**src/rtl/flpt_mul.sv**
```systemverilog
// Shared 32x32 multiplier with registered product, used for every
// lot profit and basis product and the low part of each mark product. Depends on nothing.
`default_nettype none
module flpt_mul (
    input  wire logic        clk,
    input  wire logic [31:0] a,
    input  wire logic [31:0] b,
    output logic      [63:0] p
);
    always_ff @(posedge clk)
    begin
        p <= {32'd0, a} * {32'd0, b};
    end
endmodule
`default_nettype wire

```
**config.mk**
```make
export PLATFORM = sky130hd
export DESIGN_NAME = flpt_mul
export DESIGN_NICKNAME = d
export VERILOG_FILES = /design/src/rtl/flpt_mul.sv
export SDC_FILE = /design/constraint.sdc
export NUM_CORES = 2
export LEC_CHECK = 0
export BUFFER_PORTS_ARGS = -buffer_cell sky130_fd_sc_hd__buf_2
export CAP_MARGIN = 20
export CORE_ASPECT_RATIO = 0.9
export CORE_MARGIN = 2
export CORE_UTILIZATION = 47
export CTS_BUF_LIST = sky130_fd_sc_hd__clkbuf_16
export DETAILED_ROUTE_END_ITERATION = 10
export PLACE_DENSITY = 0.6
export SLEW_MARGIN = 20
export SYNTH_ARGS = -nofsm -noshare
export SYNTH_HDL_FRONTEND = slang
export SYNTH_SLANG_ARGS = --single-unit
```
**constraint.sdc**
```tcl
create_clock -name clk -period 8.7 [get_ports clk]
set_clock_uncertainty 0.1 [all_clocks]
set_input_delay 0.87 -clock clk [delete_from_list [all_inputs] [get_ports clk]]
set_output_delay 0.87 -clock clk [all_outputs]
set_load 0.01 [all_outputs]
```
==> results.sh <==
export IMPL_cts_tree="yes"
export IMPL_coreArea_um2=73040
export IMPL_regMostFlops="p"
export IMPL_grt_max_degree=33
export IMPL_yosysWarnings=0
export IMPL_fillers=6851
export IMPL_num_rows=94
export IMPL_drc_errors=0
export IMPL_root_buffer="clkbuf_16"
export IMPL_antenna_found_initial=5
export IMPL_min_period_over_period_pct=94.57
export IMPL_drv_cap=0
export IMPL_drt_pass1_iter_count=5
export IMPL_cp_data_required_time_ps=8900
export IMPL_gp_congestion=0.9857
export IMPL_cp_start_kind="primary input"
export IMPL_netlist_area_um2=34680
export IMPL_postCtsSetupRepairBufs=0
export IMPL_reg_top3="p (64)"
export IMPL_ys_types=57
export IMPL_clkTransAtPathRegs_ps=80
export IMPL_place_ws_ps=255.3
export IMPL_relSlewSlack_pct=48.65
export IMPL_grt_pass1_vias=26000
export IMPL_ys_flop_type="dfxtp_1"
export IMPL_wl_per_cell_um=20.82
export IMPL_layout_drive_gt1_share_pct=6.398
export IMPL_die_h_um=261.7
export IMPL_hold_viol=0
export IMPL_syn_mean_instance_area_um2=9.252
export IMPL_multi_input_area_um2=29310
export IMPL_fin_cells=4715
export IMPL_status="finished, final reports clean"
export IMPL_cts_sinks=64
export IMPL_placed_cells=4695
export IMPL_postRouteAntennaNets=0
export IMPL_final_cell_mix="fa_1 (896), inv_1 (865), and2_1 (602)"
export IMPL_initialDrtViolationCount=1669
export IMPL_synth_area_leaders="fa_1 (52%), and2_1 (11%), ha_1 (9.5%)"
export IMPL_fmax_ghz=0.1215
export IMPL_rsz0062_at_grt="false"
export IMPL_dieArea_um2=75970
export IMPL_tns_ps=0
export IMPL_track_usage_pct=27.21
export IMPL_hold_path_class="in2reg"
export IMPL_min_period_ps=8228
export IMPL_worst_pin_slew_ps=770.3
export IMPL_seq_area_frac_synth_pct=3.695
export IMPL_gr_total_overflow=0
export IMPL_cts_inserted_buffers=9
export IMPL_area_growth_pct=5.665
export IMPL_initial_core_util_pct=47.48
export IMPL_ys_ff_latch=64
export IMPL_synthArstFlopShare_pct=0
export IMPL_whs_ps=1052
export IMPL_htree_levels=3
export IMPL_netlist_area_leader_share_pct=51.73
export IMPL_die_x_um=290.3
export IMPL_dp_hpwl_um=83560
export IMPL_synth_edff_count=0
export IMPL_largest_reg_flops=64
export IMPL_yosys_area_top_type="fa_1"
export IMPL_route_vias_total=24630
export IMPL_end_kind="flip-flop"
export IMPL_worstSetupPathType="in2reg"
export IMPL_ios=129
export IMPL_postLayoutSetupSlackWorst_ps=472.5
export IMPL_slew_violations=0
export IMPL_routed_wl_um=98180
export IMPL_crit_fanout=32
export IMPL_synth_nets=4972
export IMPL_grt_pass1_wl_um=156800
export IMPL_final_setup_viol_count=0
export IMPL_final_common_cell="fa_1"
export IMPL_crit_arrival_ps=8430
export IMPL_clockBufferDepth=2
export IMPL_post_cts_resized=0
export IMPL_syn_inst=3748
export IMPL_io_buffer_count=128
export IMPL_hold_buffers=0
export IMPL_seq_area_um2=1281
export IMPL_finalNetCount=4970
export IMPL_via_per_inst=5.224
path summary, 6_finish.rpt:
check                 start  slack (ps)  cells after the start  endpoint
worst max-delay path  a[11]         470                     25     p[63]
worst min-delay path   b[0]        1050                      2      p[0]
Yosys cell counts, types with 20 or more instances:
master and count:
ha_1 263, a21o_1 40, a21oi_1 63, and2_1 602, clkbuf_1 213, nand2_1 480, nand4_1 23, o21ai_0 21
xnor2_1 35, xor2_1 25, nor2_1 20, fa_1 896, inv_1 865, dfxtp_1 64
per-stage QoR:
stage / cell area (um2) / util [%]
6_report: 36640 / 50.17
3_5_place_dp: 36300 / 49.70
3_3_place_gp: 36300 / 49.70
5_1_grt: 36640 / 50.16
2_1_floorplan: 34680 / -
4_1_cts: 36630 / 50.15
per-layer routing:
metal | vias up | wire length, um | global-route usage, %
met1 | 12800 | 46550 | 42.44
li1 | 10820 | - | -
met4 | 4 | 1114 | 3.935
met5 | - | 126 | 1.037
met3 | 64 | 11360 | 8.914
met2 | 944 | 39020 | 37.04
cells by family (layout without fill, tap and decap cells):
| logic type | count (synthesis) | count (layout) | synth area share (%) |
|---|---|---|---|
| AND/OR/NAND/NOR | 1177 | 1177 | 17.62 |
| other | 0 | 4 | 0 |
| multiplexers | 1 | 1 | 0.02887 |
| buffers and inverters | 1085 | 1088 | 11.77 |
| AO/OA/AOI/OAI | 202 | 202 | 4.153 |
| XOR/XNOR | 60 | 60 | 1.515 |
| adder cells (fa/ha/maj) | 1159 | 1159 | 61.22 |
| flip-flops | 64 | 64 | 3.695 |
cell type report:
type                    count  area share, %
multi-input cells        2599          80.01
inverters                 865          8.861
flip-flops and latches     64          3.497
repair buffers            207          3.435
well taps                 960          3.278
clock buffers               9         0.6147
clock inverters             7         0.2800
diodes                      4        0.02732
critical path, cell delays in order:
cell	delay [ps]
buf_2	580
and2_1	250
fa_1	450
fa_1	490
fa_1	520
inv_1	50
fa_1	490
inv_1	60
fa_1	510
inv_1	60
fa_1	530
inv_1	50
fa_1	550
fa_1	530
ha_1	390
nand4_1	90
a2111o_1	300
a21o_1	200
a21oi_2	170
a31oi_1	120
buf_4	180
o31ai_4	300
a21oi_2	160
a221oi_1	290
and4_1	220
Power is left out: the tool's default activity adds up to more than one toggle a clock period on the data nets, which glitch-free logic cannot reach.
